**config.mk**
```make
export PLATFORM = sky130hd
export DESIGN_NAME = comment_header_parser_core
export DESIGN_NICKNAME = d
export VERILOG_FILES = /design/src/rtl/chp_pkg.sv /design/src/rtl/comment_header_parser_core.sv /design/src/rtl/chp_parse.sv
export VERILOG_INCLUDE_DIRS = /design/src /design/src/rtl
export SDC_FILE = /design/constraint.sdc
export NUM_CORES = 1
export LEC_CHECK = 0
export BUFFER_PORTS_ARGS = -buffer_cell sky130_fd_sc_hd__buf_2
export CORE_ASPECT_RATIO = 1.4
export CORE_MARGIN = 5
export CORE_UTILIZATION = 55
export DETAILED_ROUTE_END_ITERATION = 8
export PLACE_DENSITY = 0.8
export SLEW_MARGIN = 5
export SYNTH_ARGS = -nofsm -noshare
export SYNTH_HDL_FRONTEND = slang
export SYNTH_HIERARCHICAL = 1
export SYNTH_SLANG_ARGS = --single-unit
export TNS_END_PERCENT = 5
```
**constraint.sdc**
```tcl
create_clock -name clk -period 7.1 [get_ports clk]
set_input_delay 1.775 -clock clk [delete_from_list [all_inputs] [get_ports clk]]
set_output_delay 1.775 -clock clk [all_outputs]
set_load 0.02 [all_outputs]
```
**src/rtl/comment_header_parser_core_assert.svh**
```systemverilog
// ============================================================================
// comment header parser assertion macros
// shared property forms for the comment header parser core and its parts
// ============================================================================
`ifndef COMMENT_HEADER_PARSER_CORE_ASSERT_SVH
`define COMMENT_HEADER_PARSER_CORE_ASSERT_SVH

// same-cycle implication, disabled while reset is asserted
`define CHP_ASSERT_IMPL(name, clk_s, rst_s, ante, cons) \
    name: assert property (@(posedge clk_s) disable iff (!rst_s) (ante) |-> (cons)) \
        else $error("comment header parser: same-cycle check failed");

// next-cycle implication, disabled while reset is asserted
`define CHP_ASSERT_NEXT(name, clk_s, rst_s, ante, cons) \
    name: assert property (@(posedge clk_s) disable iff (!rst_s) (ante) |=> (cons)) \
        else $error("comment header parser: next-cycle check failed");

`endif

```
**src/rtl/chp_pkg.sv**
```systemverilog
// ============================================================================
// chp_pkg
// types, codes and constants shared by the comment header parser modules
// ============================================================================
`timescale 1ns / 1ps

package chp_pkg;

    // parse phase, one-hot
    typedef enum logic [7:0] {
        PH_MAGIC = 8'b0000_0001,
        PH_VLEN  = 8'b0000_0010,
        PH_VTEXT = 8'b0000_0100,
        PH_COUNT = 8'b0000_1000,
        PH_CLEN  = 8'b0001_0000,
        PH_CTEXT = 8'b0010_0000,
        PH_TRAIL = 8'b0100_0000,
        PH_ERROR = 8'b1000_0000
    } phase_t;

    // byte class codes
    localparam logic [2:0] CLS_MAGIC = 3'd0;
    localparam logic [2:0] CLS_VLEN  = 3'd1;
    localparam logic [2:0] CLS_VTEXT = 3'd2;
    localparam logic [2:0] CLS_COUNT = 3'd3;
    localparam logic [2:0] CLS_CLEN  = 3'd4;
    localparam logic [2:0] CLS_CTEXT = 3'd5;
    localparam logic [2:0] CLS_TRAIL = 3'd6;
    localparam logic [2:0] CLS_ERROR = 3'd7;

    // packet status codes
    localparam logic [2:0] ST_NONE      = 3'd0;
    localparam logic [2:0] ST_OK        = 3'd1;
    localparam logic [2:0] ST_OK_TRAIL  = 3'd2;
    localparam logic [2:0] ST_SHORT     = 3'd3;
    localparam logic [2:0] ST_BAD_MAGIC = 3'd4;
    localparam logic [2:0] ST_TRUNC     = 3'd5;

    // header magic and minimum packet size
    localparam logic [7:0] MAGIC_TEXT [8] = '{
        8'h4F, 8'h70, 8'h75, 8'h73, 8'h54, 8'h61, 8'h67, 8'h73
    };
    localparam logic [4:0] MIN_BYTES = 5'd16;
    localparam logic [31:0] MAGIC_LEN = 32'd8;

    // one result item
    typedef struct packed {
        logic [2:0]  byte_class;
        logic [31:0] comment_index;
        logic [31:0] field_value;
        logic        field_done;
        logic [2:0]  status;
        logic [31:0] trailing_count;
    } result_t;

    // class of a byte seen in a given phase
    function automatic logic [2:0] phase_class(input phase_t ph);
        logic [2:0] cls;
        case (ph)
            PH_MAGIC: cls = CLS_MAGIC;
            PH_VLEN:  cls = CLS_VLEN;
            PH_VTEXT: cls = CLS_VTEXT;
            PH_COUNT: cls = CLS_COUNT;
            PH_CLEN:  cls = CLS_CLEN;
            PH_CTEXT: cls = CLS_CTEXT;
            PH_TRAIL: cls = CLS_TRAIL;
            default:  cls = CLS_ERROR;
        endcase
        return cls;
    endfunction

endpackage

```
**src/rtl/comment_header_parser_core.sv**
```systemverilog
// ============================================================================
// comment_header_parser_core
// streaming parser for a comment header packet, one byte per request
// ============================================================================
// usage:
//   item channel: data_byte and last_byte with item_valid / item_stall;
//   a request is taken on a clock edge with item_valid high and item_stall low.
//   result channel: byte_class, comment_index, field_value, field_done, status,
//   trailing_count with result_valid / result_stall.
//   every byte gives exactly one result. the byte is parsed combinationally
//   against the parse state and lands in the result register, so the result
//   shows in the cycle after the byte is taken.
//   throughput is one byte per cycle while the receiver does not stall; the
//   result register lets a new byte be taken in the same cycle the previous result is taken.
//   when the receiver stalls, the result register holds and item_stall rises,
//   so at most one result waits and no byte is taken until it drains.
//   status is nonzero only on the result of a byte marked last_byte; the
//   parse state then returns to its start for the next packet.
//   reset (rst_n low, asynchronous) empties the result register and puts the
//   parser at the start of the magic.
// ============================================================================
`timescale 1ns / 1ps
`include "comment_header_parser_core_assert.svh"

module comment_header_parser_core #(
    parameter int LENGTH_BITS = 32
) (
    input  logic        clk,
    input  logic        rst_n,
    input  logic        item_valid,
    output logic        item_stall,
    input  logic [7:0]  data_byte,
    input  logic        last_byte,
    output logic        result_valid,
    input  logic        result_stall,
    output logic [2:0]  byte_class,
    output logic [31:0] comment_index,
    output logic [31:0] field_value,
    output logic        field_done,
    output logic [2:0]  status,
    output logic [31:0] trailing_count
);
    import chp_pkg::*;

    logic    take;
    logic    result_valid_reg;
    result_t res;
    result_t res_reg;

    // accept whenever the result register is empty or being drained
    assign item_stall = result_valid_reg && result_stall;
    assign take       = item_valid && !item_stall;

    chp_parse #(
        .LENGTH_BITS (LENGTH_BITS)
    ) u_parse (
        .clk       (clk),
        .rst_n     (rst_n),
        .take      (take),
        .data_byte (data_byte),
        .last_byte (last_byte),
        .res       (res)
    );

    // result valid flag
    always_ff @(posedge clk or negedge rst_n)
    begin
        if (!rst_n)
        begin
            result_valid_reg <= 1'b0;
        end
        else if (take)
        begin
            result_valid_reg <= 1'b1;
        end
        else if (!result_stall)
        begin
            result_valid_reg <= 1'b0;
        end
    end

    // result payload
    always_ff @(posedge clk)
    begin
        if (take)
        begin
            res_reg <= res;
        end
    end

    // output ports
    assign result_valid   = result_valid_reg;
    assign byte_class     = res_reg.byte_class;
    assign comment_index  = res_reg.comment_index;
    assign field_value    = res_reg.field_value;
    assign field_done     = res_reg.field_done;
    assign status         = res_reg.status;
    assign trailing_count = res_reg.trailing_count;

    // a taken last byte always brings a final status
    `CHP_ASSERT_NEXT(a_last_status, clk, rst_n, take && last_byte, result_valid_reg && res_reg.status != ST_NONE)
    // decoded fields only come on length or count bytes
    `CHP_ASSERT_IMPL(a_done_class, clk, rst_n, result_valid_reg && res_reg.field_done, res_reg.byte_class == CLS_VLEN || res_reg.byte_class == CLS_COUNT || res_reg.byte_class == CLS_CLEN)
    // a trailing count is only reported with the trailing status
    `CHP_ASSERT_IMPL(a_trail_status, clk, rst_n, result_valid_reg && res_reg.trailing_count != 32'd0, res_reg.status == ST_OK_TRAIL)

endmodule

```
**src/rtl/chp_parse.sv**
```systemverilog
// ============================================================================
// chp_parse
// parse state and per-byte next-state logic; gives the result of the
// byte offered on its inputs and updates state when that byte is taken
// ============================================================================
`timescale 1ns / 1ps
`include "comment_header_parser_core_assert.svh"

module chp_parse #(
    parameter int LENGTH_BITS = 32
) (
    input  logic              clk,
    input  logic              rst_n,
    input  logic              take,
    input  logic [7:0]        data_byte,
    input  logic              last_byte,
    output chp_pkg::result_t  res
);
    import chp_pkg::*;

    localparam logic [31:0] LEN_MAX = 32'((64'd1 << LENGTH_BITS) - 64'd1);

    phase_t      phase_reg,   phase_next;
    logic [31:0] remain_reg,  remain_next;
    logic [1:0]  shift_reg,   shift_next;
    logic [31:0] left_reg,    left_next;
    logic [31:0] comment_reg, comment_next;
    logic [4:0]  seen_reg,    seen_next;
    logic        bad_reg,     bad_next;
    logic [31:0] trail_reg,   trail_next;

    logic [31:0] acc;
    logic [31:0] clamped;
    logic [31:0] remain_dec;
    logic [31:0] left_dec;
    logic        magic_ok;
    logic        do_finish;

    logic        ph_field;
    logic        ph_magic_err;
    logic        ph_comment;

    // shared arithmetic on the current state
    always_comb
    begin
        acc        = remain_reg | ({24'd0, data_byte} << {shift_reg, 3'b000});
        clamped    = (acc > LEN_MAX) ? LEN_MAX : acc;
        remain_dec = (remain_reg != 32'd0) ? remain_reg - 32'd1 : 32'd0;
        left_dec   = (left_reg != 32'd0) ? left_reg - 32'd1 : 32'd0;
        magic_ok   = (data_byte == MAGIC_TEXT[3'd0 - remain_reg[2:0]]);
    end

    // next state and result for the offered byte
    always_comb
    begin
        phase_next   = phase_reg;
        remain_next  = remain_reg;
        shift_next   = shift_reg;
        left_next    = left_reg;
        comment_next = comment_reg;
        seen_next    = (seen_reg < MIN_BYTES) ? seen_reg + 5'd1 : seen_reg;
        bad_next     = bad_reg;
        trail_next   = trail_reg;
        do_finish    = 1'b0;

        res.byte_class     = phase_class(phase_reg);
        res.comment_index  = comment_reg;
        res.field_value    = 32'd0;
        res.field_done     = 1'b0;
        res.status         = ST_NONE;
        res.trailing_count = 32'd0;

        case (phase_reg)
            PH_MAGIC:
            begin
                if (!magic_ok)
                begin
                    bad_next = 1'b1;
                end
                remain_next = remain_dec;
                if (remain_dec == 32'd0)
                begin
                    phase_next = bad_next ? PH_ERROR : PH_VLEN;
                    shift_next = 2'd0;
                end
            end
            PH_VLEN, PH_COUNT, PH_CLEN:
            begin
                remain_next = acc;
                shift_next  = shift_reg + 2'd1;
                if (shift_reg == 2'd3)
                begin
                    res.field_value = clamped;
                    res.field_done  = 1'b1;
                    remain_next     = 32'd0;
                    shift_next      = 2'd0;
                    if (phase_reg == PH_VLEN)
                    begin
                        if (clamped == 32'd0)
                        begin
                            phase_next = PH_COUNT;
                        end
                        else
                        begin
                            phase_next  = PH_VTEXT;
                            remain_next = clamped;
                        end
                    end
                    else if (phase_reg == PH_COUNT)
                    begin
                        left_next  = clamped;
                        phase_next = (clamped == 32'd0) ? PH_TRAIL : PH_CLEN;
                    end
                    else
                    begin
                        if (clamped == 32'd0)
                        begin
                            do_finish = 1'b1;
                        end
                        else
                        begin
                            phase_next  = PH_CTEXT;
                            remain_next = clamped;
                        end
                    end
                end
            end
            PH_VTEXT, PH_CTEXT:
            begin
                remain_next = remain_dec;
                if (remain_dec == 32'd0)
                begin
                    if (phase_reg == PH_VTEXT)
                    begin
                        phase_next = PH_COUNT;
                        shift_next = 2'd0;
                    end
                    else
                    begin
                        do_finish = 1'b1;
                    end
                end
            end
            PH_TRAIL:
            begin
                if (trail_reg != 32'hFFFF_FFFF)
                begin
                    trail_next = trail_reg + 32'd1;
                end
            end
            default:
            begin
            end
        endcase

        // end of one comment: advance index, go to next length or trailer
        if (do_finish)
        begin
            if (comment_reg != 32'hFFFF_FFFF)
            begin
                comment_next = comment_reg + 32'd1;
            end
            left_next = left_dec;
            if (left_dec == 32'd0)
            begin
                phase_next = PH_TRAIL;
            end
            else
            begin
                phase_next  = PH_CLEN;
                remain_next = 32'd0;
                shift_next  = 2'd0;
            end
        end

        // packet end: status, then back to the start of a packet
        if (last_byte)
        begin
            if (seen_next < MIN_BYTES)
            begin
                res.status = ST_SHORT;
            end
            else if (bad_next)
            begin
                res.status = ST_BAD_MAGIC;
            end
            else if (phase_next == PH_TRAIL)
            begin
                if (comment_next != 32'd0 && trail_next != 32'd0)
                begin
                    res.status         = ST_OK_TRAIL;
                    res.trailing_count = trail_next;
                end
                else
                begin
                    res.status = ST_OK;
                end
            end
            else
            begin
                res.status = ST_TRUNC;
            end
            phase_next   = PH_MAGIC;
            remain_next  = MAGIC_LEN;
            shift_next   = 2'd0;
            left_next    = 32'd0;
            comment_next = 32'd0;
            seen_next    = 5'd0;
            bad_next     = 1'b0;
            trail_next   = 32'd0;
        end
    end

    // state registers, updated on each taken byte
    always_ff @(posedge clk or negedge rst_n)
    begin
        if (!rst_n)
        begin
            phase_reg   <= PH_MAGIC;
            remain_reg  <= MAGIC_LEN;
            shift_reg   <= 2'd0;
            left_reg    <= 32'd0;
            comment_reg <= 32'd0;
            seen_reg    <= 5'd0;
            bad_reg     <= 1'b0;
            trail_reg   <= 32'd0;
        end
        else if (take)
        begin
            phase_reg   <= phase_next;
            remain_reg  <= remain_next;
            shift_reg   <= shift_next;
            left_reg    <= left_next;
            comment_reg <= comment_next;
            seen_reg    <= seen_next;
            bad_reg     <= bad_next;
            trail_reg   <= trail_next;
        end
    end

    // phase groups used by the checks below
    assign ph_field     = (phase_reg == PH_VLEN) || (phase_reg == PH_COUNT) ||
                          (phase_reg == PH_CLEN);
    assign ph_magic_err = (phase_reg == PH_MAGIC) || (phase_reg == PH_ERROR);
    assign ph_comment   = (phase_reg == PH_CLEN) || (phase_reg == PH_CTEXT);

    // byte position only advances inside a length or count field
    `CHP_ASSERT_IMPL(a_shift_in_field, clk, rst_n, shift_reg != 2'd0, ph_field)
    // a bad magic byte only ever leads to the error phase
    `CHP_ASSERT_IMPL(a_bad_phase, clk, rst_n, bad_reg, ph_magic_err)
    // comments still owed only while inside the comment list
    `CHP_ASSERT_IMPL(a_left_in_comment, clk, rst_n, left_reg != 32'd0, ph_comment)

endmodule
```
======== Word level (Yosys, flattened, before mapping) ========
Memories as Yosys holds them, arrays and structs flattened.
Index checks and enable logic that the tools add are counted.
cells by class
  $add $sub $neg .......................... 7
  multiply operators ...................... 0
  divide/modulo/power cells ............... 0
  $lt $le $gt $ge ......................... 4
  eq/ne operators ......................... 14
  shifts and indexed selects .............. 1
  muxes and demuxes ....................... 68
  bitwise logic cells ..................... 5
  reduce and logical (&&, ||, !) cells .... 21
operators with widths
  cell                     number
  $mux W32                 22
  $reduce_bool A32 Y1      4
  $logic_not A32 Y1        3
  $mux W8                  12
  $add A32 B1 Y32 const B  2
  $ne A32 B32 Y1 const B   2
  $pmux W32 S2             1
  $sub A32 B1 Y32 const B  2
  $gt A32 B32 Y1 const B   1
  $or A32 B32 Y32          1
  $shl A8 B5 Y32           1
  $pmux W8 S3              1
  $pmux W3 S7              1
  $mux W2                  9
  $eq A8 B7 Y1 const B     2
  $mux W7                  2
  $mux W1                  13
  $lt A5 B5 Y1 const B     2
  $mux W5                  2
  $reduce_bool A3 Y1       3
  $eq A8 B1 Y1 const B     1
  $eq A8 B2 Y1 const B     1
  $eq A8 B3 Y1 const B     1
  $eq A8 B4 Y1 const B     1
  other kinds (23)         30
word-level totals
  register bits ........................... 248
  latch bits .............................. 0
  memory bits (writable) .................. 0
  bits in read-only memories .............. 64
  input bits .............................. 13
  output and inout port bits .............. 105
  logic and storage cells ................. 137
  memories kept ........................... 1
memories
  name             depth  width  rd ports  clocked after Yosys merged registers in  wr ports  line             RTL
  (no name shown)  8      8      1         0                                        0         chp_parse.sv:50  magic_ok = (data_byte == MAGIC_TEXT[3'd0 - remain_reg[2:0]]);

======== Depth between registers and ports, before layout ========
Gate-level depths: netlist (run 1).
  depth in word-level cells ............... 17
  gate-level depth with buffers ........... 18
  mapped depth without buffers ............ 13

======== Hierarchy ========
Netlist (run 1), hierarchy kept.
modules (own cells, without submodules)
  module                      instances  cells an instance  area an instance (um2)  sequential area each (um2)
  chp_parse                   1          1699               12553.3                 3606.0
  comment_header_parser_core  1          107                3143.0                  3118.0

======== Worst setup path before layout (run 1) ========
Ideal clock, no wire load.
  kind .................................... input to register
  start point ............................. input result_stall
  end point ............................... register u_parse.remain_reg[22]
  library setup time ...................... 66 ps
  data arrival time ....................... 7099 ps
  data required time ...................... 7034 ps
  slack ................................... -65 ps
  stages .................................. 7
  path buffers ............................ 1
  path through ............................ a21boi_2 -> clkinv_1 -> nor2_1 -> nand2b_1 -> o21ai_1 -> clkbuf_1 -> a22o_1
on the way
  cells in the longest elaborated chain, start to end .. 3
ends and longest elaborated chain
  element                 line                              RTL
  start: declaration      comment_header_parser_core.sv:35  input logic result_stall,
  $logic_and A1 B1 Y1     comment_header_parser_core.sv:51  assign item_stall = result_valid_reg && result_stall;
  $logic_not A1 Y1        comment_header_parser_core.sv:52  assign take = item_valid && !item_stall;
  $logic_and A1 B1 Y1     comment_header_parser_core.sv:52
  end signal: assignment  chp_parse.sv:231                  remain_reg <= remain_next;
  end: declaration        chp_parse.sv:24                   logic [31:0] remain_reg, remain_next;
No other way between the ends.
A chain may end at the register's enable or synchronous reset.

======== Worst setup path after layout (run 1) ========
  start point ............................. register u_parse.remain_reg[0]
  end point ............................... register res_reg, in the netlist status[1] (data pin)
on the way
  cells in the longest elaborated chain, start to end .. 16
  elaborated cells between the ends (all ways) .. 42
  classes of those cells .................. add/sub: 2; order compare: 1; eq/ne: 2; mux: 29; bitwise: 2; reduce/logical: 5; memory: 1
ends and longest elaborated chain
  element                                             line                                RTL
  $or A32 B32 Y32 or $sub A1 B3 Y3 (tied branches)    chp_parse.sv:46, chp_parse.sv:50
  $gt A32 B32 Y1 or $not A3 Y4 (tied branches)        chp_parse.sv:47, chp_parse.sv:50
  $mux W32 or $mem_v2 Z8 W8 (tied branches)           n/a
  $logic_not A32 Y1 or $mux W8 (tied branches)        n/a
  $mux W1 or $mux W8 (tied branches)                  chp_parse.sv:116, chp_parse.sv:50
  $mux W1 or $eq A8 B8 Y1 (tied branches)             chp_parse.sv:109, chp_parse.sv:50
  $mux W1 (on tied branches)                          chp_parse.sv:97, chp_parse.sv:76
  $mux W1 (on tied branches)                          chp_parse.sv:91, chp_parse.sv:73
  $pmux W1 S2 or $mux W8 (tied branches)              chp_parse.sv:73, chp_parse.sv:83
  $mux W32 or $mux W8 (tied branches)                 chp_parse.sv:157, chp_parse.sv:81
  $reduce_bool A32 Y1 or $pmux W8 S3 (tied branches)  chp_parse.sv:189, chp_parse.sv:73
  $logic_and A1 B1 Y1 or $mux W8 (tied branches)      chp_parse.sv:189, chp_parse.sv:157
  $mux W2 or $eq A8 B7 Y1 (tied branches)             chp_parse.sv:189, chp_parse.sv:187
  $mux W3                                             chp_parse.sv:187                    else if (phase_next == PH_TRAIL)
  $mux W3 (*)                                         chp_parse.sv:183                    else if (bad_next)
  $mux W2 (*)                                         chp_parse.sv:179                    if (seen_next < MIN_BYTES)
  end signal: assignment                              comment_header_parser_core.sv:87    res_reg <= res;
  end: declaration                                    comment_header_parser_core.sv:48    result_t res_reg;
Every way passes the cells marked *; elsewhere a longest branch is shown, timed or not. The select of a mux whose other input is x is not followed.

==> results of run 1 <==
cells in the mapped netlist (8+ instances only):
master                      number  area share, %
sky130_fd_sc_hd__nand2b_1       11           0.44
sky130_fd_sc_hd__o22ai_1        15           0.60
sky130_fd_sc_hd__a31oi_1        18           0.72
sky130_fd_sc_hd__nor2_1        173            4.1
sky130_fd_sc_hd__nor4b_1         9           0.50
sky130_fd_sc_hd__inv_1          27           0.65
sky130_fd_sc_hd__nor3_1         81            2.6
sky130_fd_sc_hd__o2bb2ai_1      11           0.61
sky130_fd_sc_hd__o31ai_1        74            3.5
sky130_fd_sc_hd__o41ai_1         8           0.45
sky130_fd_sc_hd__mux2i_1        12           0.77
sky130_fd_sc_hd__o211ai_1        8           0.38
sky130_fd_sc_hd__o2111ai_1      10           0.56
sky130_fd_sc_hd__nand2_1       221            5.3
sky130_fd_sc_hd__or2_2          14           0.56
sky130_fd_sc_hd__a21o_1         14           0.67
sky130_fd_sc_hd__nand4_1        36            1.4
sky130_fd_sc_hd__a22oi_1        12           0.57
sky130_fd_sc_hd__nor3_2         26            1.7
sky130_fd_sc_hd__clkbuf_1      131            3.1
sky130_fd_sc_hd__a21oi_1        90            2.9
sky130_fd_sc_hd__or3_1          23           0.92
sky130_fd_sc_hd__xnor2_1        52            2.9
sky130_fd_sc_hd__o21ai_0       125            4.0
sky130_fd_sc_hd__nand3_1        55            1.8
sky130_fd_sc_hd__a211oi_1        9           0.43
sky130_fd_sc_hd__a22o_1         24            1.3
sky130_fd_sc_hd__and4_1          9           0.50
sky130_fd_sc_hd__and3_1         21           0.84
sky130_fd_sc_hd__nor4_1         30            1.2
sky130_fd_sc_hd__and2_1         11           0.44
sky130_fd_sc_hd__ha_1            8           0.64
sky130_fd_sc_hd__edfxtp_1      103             20
sky130_fd_sc_hd__buf_1          13           0.31
sky130_fd_sc_hd__or4_1          18           0.86
sky130_fd_sc_hd__dfrtp_1       143             23
sky130_fd_sc_hd__xor2_1         33            1.8
per-stage QoR:
step | area (sq um) | util, % | total power, W
5_1_grt | 17100 | 60.6 | 0.00513
2_1_floorplan | 15700 | - | 0.00301
4_1_cts | 17100 | 60.6 | 0.00487
3_3_place_gp | 16400 | 57.7 | 0.00355
6_report | 17100 | 60.6 | 0.00490
3_5_place_dp | 16400 | 57.7 | 0.00355
area by class of cell:
class / instances / area, sq um
fillers: 2503 / 11200
multi-input cells: 1371 / 8260
flip-flops and latches: 248 / 6720
repair buffers: 141 / 785
clock buffers: 33 / 666
well taps: 375 / 469
clock inverters: 11 / 131
inverters: 30 / 113
per-layer routing:
layer	track usage [%]	up-vias	wire, um
li1	-	6722	-
met1	36.5	7011	18300
met2	49.0	840	23100
met3	4.39	198	4010
met4	16.2	0	3180
met5	0	-	0
worst max-delay path, cell delays in order, from the launching register on:
cell                      delay, ns
sky130_fd_sc_hd__dfrtp_1       0.49
sky130_fd_sc_hd__inv_1         0.21
sky130_fd_sc_hd__ha_1          0.34
sky130_fd_sc_hd__nor4b_1       0.29
sky130_fd_sc_hd__buf_4         0.20
sky130_fd_sc_hd__nand4_1       0.26
sky130_fd_sc_hd__nor4_1        0.38
sky130_fd_sc_hd__mux2i_1       0.39
sky130_fd_sc_hd__nand4_1       0.35
sky130_fd_sc_hd__nor3_2        0.62
sky130_fd_sc_hd__o21ai_2       0.27
sky130_fd_sc_hd__mux2i_1       0.20
sky130_fd_sc_hd__or4_1         0.58
sky130_fd_sc_hd__nor4_4        0.27
sky130_fd_sc_hd__buf_4         0.48
sky130_fd_sc_hd__o31ai_1       0.15
power by group through the flow:
stage / Sequential (W) / Combinational (W) / Clock (W)
after floorplan: 0.00174 / 0.00127 / 0
after global placement: 0.00181 / 0.00174 / 0
after detailed placement: 0.00181 / 0.00175 / 0
after CTS: 0.00178 / 0.00175 / 0.00133
after global routing: 0.00180 / 0.00194 / 0.00139
final: 0.00179 / 0.00179 / 0.00131
kinds of logic (layout without fill, tap and decap cells):
kind of cell | Yosys count | in the layout
mux | 17 | 17
fa+ha+maj | 10 | 10
flops | 248 | 248
simple gates | 781 | 781
compound gates | 478 | 478
xor+xnor | 85 | 85
buf+inv | 187 | 215
how the worst max path moves through the flow:
stage / from / to / slack, ns
after floorplan: result_stall / u_parse/remain_reg[22] / 1.48
after global placement: data_byte[5] / status[1] / 1.21
after detailed placement: data_byte[5] / status[1] / 1.16
after CTS: u_parse/remain_reg[0] / status[1] / 1.40
after global routing: u_parse/remain_reg[0] / status[1] / 0.88
final: u_parse/remain_reg[0] / status[1] / 1.33
==> metrics.yaml, run 1 <==
worst_setup_path_start_kind: "flop"
cts_htree_levels: 1
worstReg2RegEnd: "status[1]"
route.detailed.drc: 0
wirelength_um: 48600
detailed_place_hpwl_um: 33700
via_count_of_the_first_global_routing_pass: 13800
route.detailed.vias_per_inst: 6.69
max_freq_mhz: 173
largest_family_of_logic_cells_by_synthesized_area: "simple AND/OR/NAND/NOR gates"
rows: 73
cts.sinks: 248
timing.final.max_slew_violations: 0
drt_iter0_markers: 1541
routed_wire_length_per_instance_um: 22.0
maximum_capacitance_violations: 0
global_route.usage.total_pct: 29.3
vias: 14800
gp_congestion: 0.994
regToRegSetupSlack_ns: 1.33
port_buffers: 117
min_period_ns: 5.77
ys_dominant_reg_cell: "sky130_fd_sc_hd__dfrtp_1"
core-area_sq_um: 28300
clock_skew_ns: 0.0226
pwr-share-clk_pct: 26.8
synthArstFlopShare_pct: 58.5
start_util_pct: 55.4
grt_setup_unrepaired: "no"
clk_transition_reported_paths_ns: 0.07
leakagePower_nw: 6.54
finish.cell_count_without_fillers: 2209
reg2regPathDepth: 15
io_pins: 118
max_slew_margin_pct: 26.7
fraction_of_the_mapped_netlist_area_in_compound_gates_pct: 20.1
num-nets-final: 1837
holdPathEnd: "u_parse/seen_reg[3]"
globalRouteOverflowTotal: 0
min_period_over_period_pct: 81.3
register_bit_count_reported_by_yosys: 248
post_cts_resize_count: 0
setup_ws_ns: 1.33
post_synth_fa_ha_maj_area_fraction_pct: 0.765
dieArea_sq_um: 32100
dieWidth_um: 153
synth-edff-count: 103
detail_route.first_pass.iterations: 8
final_cell_mix: "sky130_fd_sc_hd__nand2_1, sky130_fd_sc_hd__nor2_1, sky130_fd_sc_hd__dfrtp_1"
cts-buffers-inserted: 24
placed_cells_incl_taps: 2165
final-setup-viol-count: 0
clock_tree_from_tritoncts: "built"
critPathRequiredTime_ns: 7.39
ctsRootBufferMaster: "sky130_fd_sc_hd__clkbuf_16"
hold_path_class: "reg2reg"
clock_tree.buffer_depth: 3
initial_antenna_violation_count: 0
tightest_slew_ns: 1.10
antenna_left: 0
hold_path_startpoint: "u_parse/seen_reg[3]"
drive_above_1_share_pct: 13.8
simple_gate_fraction_of_synth_area_pct: 25.7
share_comb_of_total_power_pct: 36.6
arr_time_crit_path_ns: 6.06
grt_start_max_net_pins: 159
synth.net_count: 1827
ys_types: 90
die_y_um: 210
swShare_pct: 40.0
synthMuxAreaShare_pct: 1.12
synth_sequential_area_ratio_pct: 42.8
timing_worst_setup_path_type: "reg2reg"
holdPathStages: 1
critical_path_peak_fanout: 34
holdBufCountCts: 0
reg_to_reg_startpoint: "u_parse/remain_reg[0]"
post-place-ws_ns: 1.16
vdd.ir_drop.worst_v: 0.000189
clkLatencyLatePin_ns: 0.56
run_status: "completed"
mappedNetlistArea_sq_um: 15700
cts_setup_buffers: 0
power.net_switching_w: 0.00196
intPower_w: 0.00294
synth_xor_xnor_area_share_pct: 4.74
grt_pass1_wl_um: 77000
timing.setup.tns_ns: 0
layout.cells.most_common: "sky130_fd_sc_hd__nand2_1"
areaGrowthSynthToFinish_pct: 9.25
netlist_instances: 1806
avgSynthCellArea_sq_um: 8.69
critical_path.endpoint_type: "flop"
finalHoldViolCount: 0
antennaDiodeCount: 0
p_seq_share_pct: 36.6
synth.yosys.warnings: 6
power_per_cell_area_nw_per_um2: 286
hold_slack_ns: 0.499
Power figures use the tool's default switching activity.
==> run 2: changes to the inputs <==
--- a/config.mk
+++ b/config.mk
@@ -6,12 +6,13 @@
 export SDC_FILE = /design/constraint.sdc
 export NUM_CORES = 1
 export LEC_CHECK = 0
+export ABC_AREA = 1
 export BUFFER_PORTS_ARGS = -buffer_cell sky130_fd_sc_hd__buf_2
 export CORE_ASPECT_RATIO = 1.4
 export CORE_MARGIN = 5
 export CORE_UTILIZATION = 55
 export DETAILED_ROUTE_END_ITERATION = 8
-export PLACE_DENSITY = 0.8
+export PLACE_DENSITY = 0.83
 export SLEW_MARGIN = 5
 export SYNTH_ARGS = -nofsm -noshare
 export SYNTH_HDL_FRONTEND = slang
==> constraint.sdc (replaced) <==
create_clock -name clk -period 5.3 [get_ports clk]
set_input_delay 1.325 -clock clk [delete_from_list [all_inputs] [get_ports clk]]
set_output_delay 1.325 -clock clk [all_outputs]
set_load 0.02 [all_outputs]
==> metrics.yaml, run 2 <==
run_status: "completed"
gp_congestion: 1.08  # +8.7%
worstPathCellList: "inv_2 > ha_1 > nand2_1 > nor2_4 > nand4_4 > nand3_1 > nand2_1 > nor2_1 > nand2_1 > nor2_4 > nand4_4 > nand2_4 > inv_4 > nand2_1 > nand2_1 > inv_2 > nand2_1 > nor2_2 > nand2_1 > nor2_4 > nand4_4 > buf_12 > nor2_1"
timing.final.max_slew_violations: 0  # unchanged
arr_time_crit_path_ns: 5.20  # -0.86 ns
finalHoldViolCount: 0  # unchanged
wirelength_um: 51200  # +5.3%
post_cts_resize_count: 0  # unchanged
cts_htree_levels: 1  # unchanged
report.power.total_w: 0.00759  # +55%
global_route.usage.total_pct: 30.8  # +1.5 points
power_per_cell_area_nw_per_um2: 426  # +49%
start_util_pct: 55.9  # +0.43 points
min_period_ns: 4.80  # -0.971 ns
cell_seen_most_often_among_critical_path_stages: "sky130_fd_sc_hd__nand2_1"
max_slew_margin_pct: 32.3  # +5.6 points
drive_above_1_share_pct: 13.9  # +0.068 points
netlist_instances: 2097  # +16%
critical_path_peak_fanout: 33  # -2.9%
globalRouteMet3Util_pct: 3.95  # -0.45 points
final_core_util_pct: 62.5  # +1.9 points
synth.net_count: 2118  # +16%
cp.buffers_inverters: 4  # +1
cts.sinks: 248  # unchanged
critPathRequiredTime_ns: 5.70  # -1.69 ns
grt_setup_unrepaired: "no"
grt_busiest_layer: "met2"
maximum_capacitance_violations: 0  # unchanged
worst_setup_path_start_kind: "flop"
timing_worst_setup_path_type: "reg2reg"
via_count_of_the_first_global_routing_pass: 15000  # +8.8%
clock_tree_from_tritoncts: "built"
final-setup-viol-count: 0  # unchanged
post-place-ws_ns: 0.499  # -0.665 ns
globalRouteOverflowTotal: 0  # unchanged
grt_start_max_net_pins: 187  # +18%
core-area_sq_um: 28500  # +0.64%
regToRegSetupSlack_ns: 0.50  # -0.83 ns
detail_route.first_pass.iterations: 7  # -1
io_pins: 118  # unchanged
tightest_slew_ns: 1.01  # -0.0858 ns
routed_wire_length_per_instance_um: 19.7  # -11%
clock_tree.buffer_depth: 3  # unchanged
capture_point_of_the_worst_path: "trailing_count[1]"
cp_top_family: "simple AND/OR/NAND/NOR gates"
register_bit_count_reported_by_yosys: 248  # unchanged
crit_start: "u_parse/remain_reg[0]"
layout.cells.most_common: "sky130_fd_sc_hd__nand2_1"
post-synth-top-count-cell: "sky130_fd_sc_hd__nand2_1"
drt_iter0_markers: 1487  # -3.5%
dieWidth_um: 154  # +0.66%
setup_ws_ns: 0.499  # -0.829 ns
worst-path-stages: 23  # +8
cts_setup_buffers: 0  # unchanged
die_y_um: 211  # +0.68%
clkLatencyLatePin_ns: 0.55  # about the same
hold_path_class: "reg2reg"
synthArstFlopShare_pct: 58.5  # unchanged
proportion_of_netlist_area_held_by_the_largest_area_contributor_pct: 22.5  # -0.32 points
route.detailed.drc: 0  # unchanged
cts-buffers-inserted: 25  # +4.2%
synthDominantAreaCellType: "sky130_fd_sc_hd__dfrtp_1"
num-fill-cells: 2530  # +1.1%
antenna_left: 0  # unchanged
critical_path.endpoint_type: "flop"
ys_dominant_reg_cell: "sky130_fd_sc_hd__dfrtp_1"
antennaDiodeCount: 0  # unchanged
reg_to_reg_startpoint: "u_parse/remain_reg[0]"
rows: 73  # unchanged
slowest_stage: "sky130_fd_sc_hd__dfrtp_1"
vias: 15700  # +6.5%
route.detailed.vias_per_inst: 6.04  # -9.6%
synth.yosys.warnings: 6  # unchanged
timing.critical_path.slowest_cell_delay_ns: 0.49  # -0.13 ns
dieArea_sq_um: 32500  # +1.3%
grt_pass1_wl_um: 81000  # +5.2%
leakagePower_nw: 8.01  # +22%
reg2regPathDepth: 23  # +8
min_period_over_period_pct: 90.6  # +9.3 points
met1_usage_pct: 37.4  # +0.93 points
port_buffers: 117  # unchanged
mappedNetlistArea_sq_um: 15900  # +1.4%
clk_transition_reported_paths_ns: 0.07  # about the same
ys_types: 53  # -41%
clock_skew_ns: 0.0201  # -0.00252 ns
ctsRootBufferMaster: "sky130_fd_sc_hd__clkbuf_16"
synth-edff-count: 103  # unchanged
post_synth_main_area_contributors: "sky130_fd_sc_hd__dfrtp_1, sky130_fd_sc_hd__edfxtp_1, sky130_fd_sc_hd__nand2_1"
worstReg2RegEnd: "trailing_count[1]"
avgSynthCellArea_sq_um: 7.59  # -13%
synth_sequential_area_ratio_pct: 42.2  # -0.60 points
detailed_place_hpwl_um: 37500  # +11%
num-nets-final: 2231  # +21%
holdBufCountCts: 0  # unchanged
synth_commonest_cells: "sky130_fd_sc_hd__nand2_1, sky130_fd_sc_hd__nor2_1, sky130_fd_sc_hd__inv_1"
vdd.ir_drop.worst_v: 0.000268  # +42%
max_freq_mhz: 208  # +20%
final_cell_mix: "sky130_fd_sc_hd__nand2_1, sky130_fd_sc_hd__nor2_1, sky130_fd_sc_hd__inv_1"
timing.setup.tns_ns: 0  # unchanged
grt_use_met2_pct: 53.0  # +4.0 points
areaGrowthSynthToFinish_pct: 11.9
initial_antenna_violation_count: 0  # unchanged
## run 2: cell count changes in the layout (fill, tap and decap cells not counted), moves of 39 or more
cell,previous run,this run
sky130_fd_sc_hd__nand3_1,55,217
sky130_fd_sc_hd__nor2_1,172,226
sky130_fd_sc_hd__xnor2_1,52,7
sky130_fd_sc_hd__nor3_1,81,42
sky130_fd_sc_hd__a21oi_1,90,31
sky130_fd_sc_hd__inv_1,27,221
sky130_fd_sc_hd__nand2_1,221,482
sky130_fd_sc_hd__o31ai_1,73,3
sky130_fd_sc_hd__nor2_4,0,40
sky130_fd_sc_hd__o22ai_1,15,83
## run 2: worst min path at each step
stage	depth (start not counted)	slack, ns	from	endpoint
floorplan	0	0.43	u_parse/comment_reg[14]	comment_index[14]
global placement	0	0.44	u_parse/comment_reg[14]	comment_index[14]
detailed placement	0	0.45	u_parse/comment_reg[14]	comment_index[14]
CTS	0	0.47	u_parse/comment_reg[14]	comment_index[14]
global route	0	0.48	u_parse/comment_reg[14]	comment_index[14]
finish	0	0.47	u_parse/comment_reg[14]	comment_index[14]
## run 2: power breakdown
group / switching, W / leakage [nW] / internal [W]
registers: 0.000235 / 3.00 / 0.00222
logic: 0.00234 / 4.63 / 0.00105
clock network: 0.000763 / 0.380 / 0.000979
total: 0.00334 / 8.01 / 0.00425
## run 2: cell type report
cell class / instances / area, sq um / share of cell area [%]
timing repair buffer: 169 / 1030 / 5.80
sequential: 248 / 6720 / 37.8
clock buffer: 29 / 651 / 3.65
tap: 375 / 469 / 2.63
multi-input combinational: 1512 / 7830 / 44.0
inverter: 254 / 958 / 5.38
clock inverter: 17 / 146 / 0.822
## run 2: metrics by stage
step / cell area [sq um] / std cells / hold WS (ns)
2_1_floorplan: 15900 / 2097 / 0.433
3_3_place_gp: 17000 / 2558 / 0.443
3_5_place_dp: 17000 / 2558 / 0.452
4_1_cts: 17800 / 2604 / 0.467
5_1_grt: 17800 / 2604 / 0.478
6_report: 17800 / 2604 / 0.467
## run 2: logic make-up (layout without fill, tap and decap cells)
group           Yosys count  in the layout  synth area share, %
buf+inv                 337            469                 8.69
xor+xnor                 73             73                 4.02
simple gates           1103           1103                 32.1
fa+ha+maj                 9              9                0.692
flops                   248            248                 42.2
compound gates          326            326                 12.2
mux                       1              1               0.0629
## run 2: layer usage
| metal | part of all wire, % | routed length (um) |
|---|---|---|
| met1 | 37 | 19200 |
| met2 | 48 | 24800 |
| met3 | 7.3 | 3750 |
| met4 | 6.7 | 3430 |
| met5 | 0 | 0 |
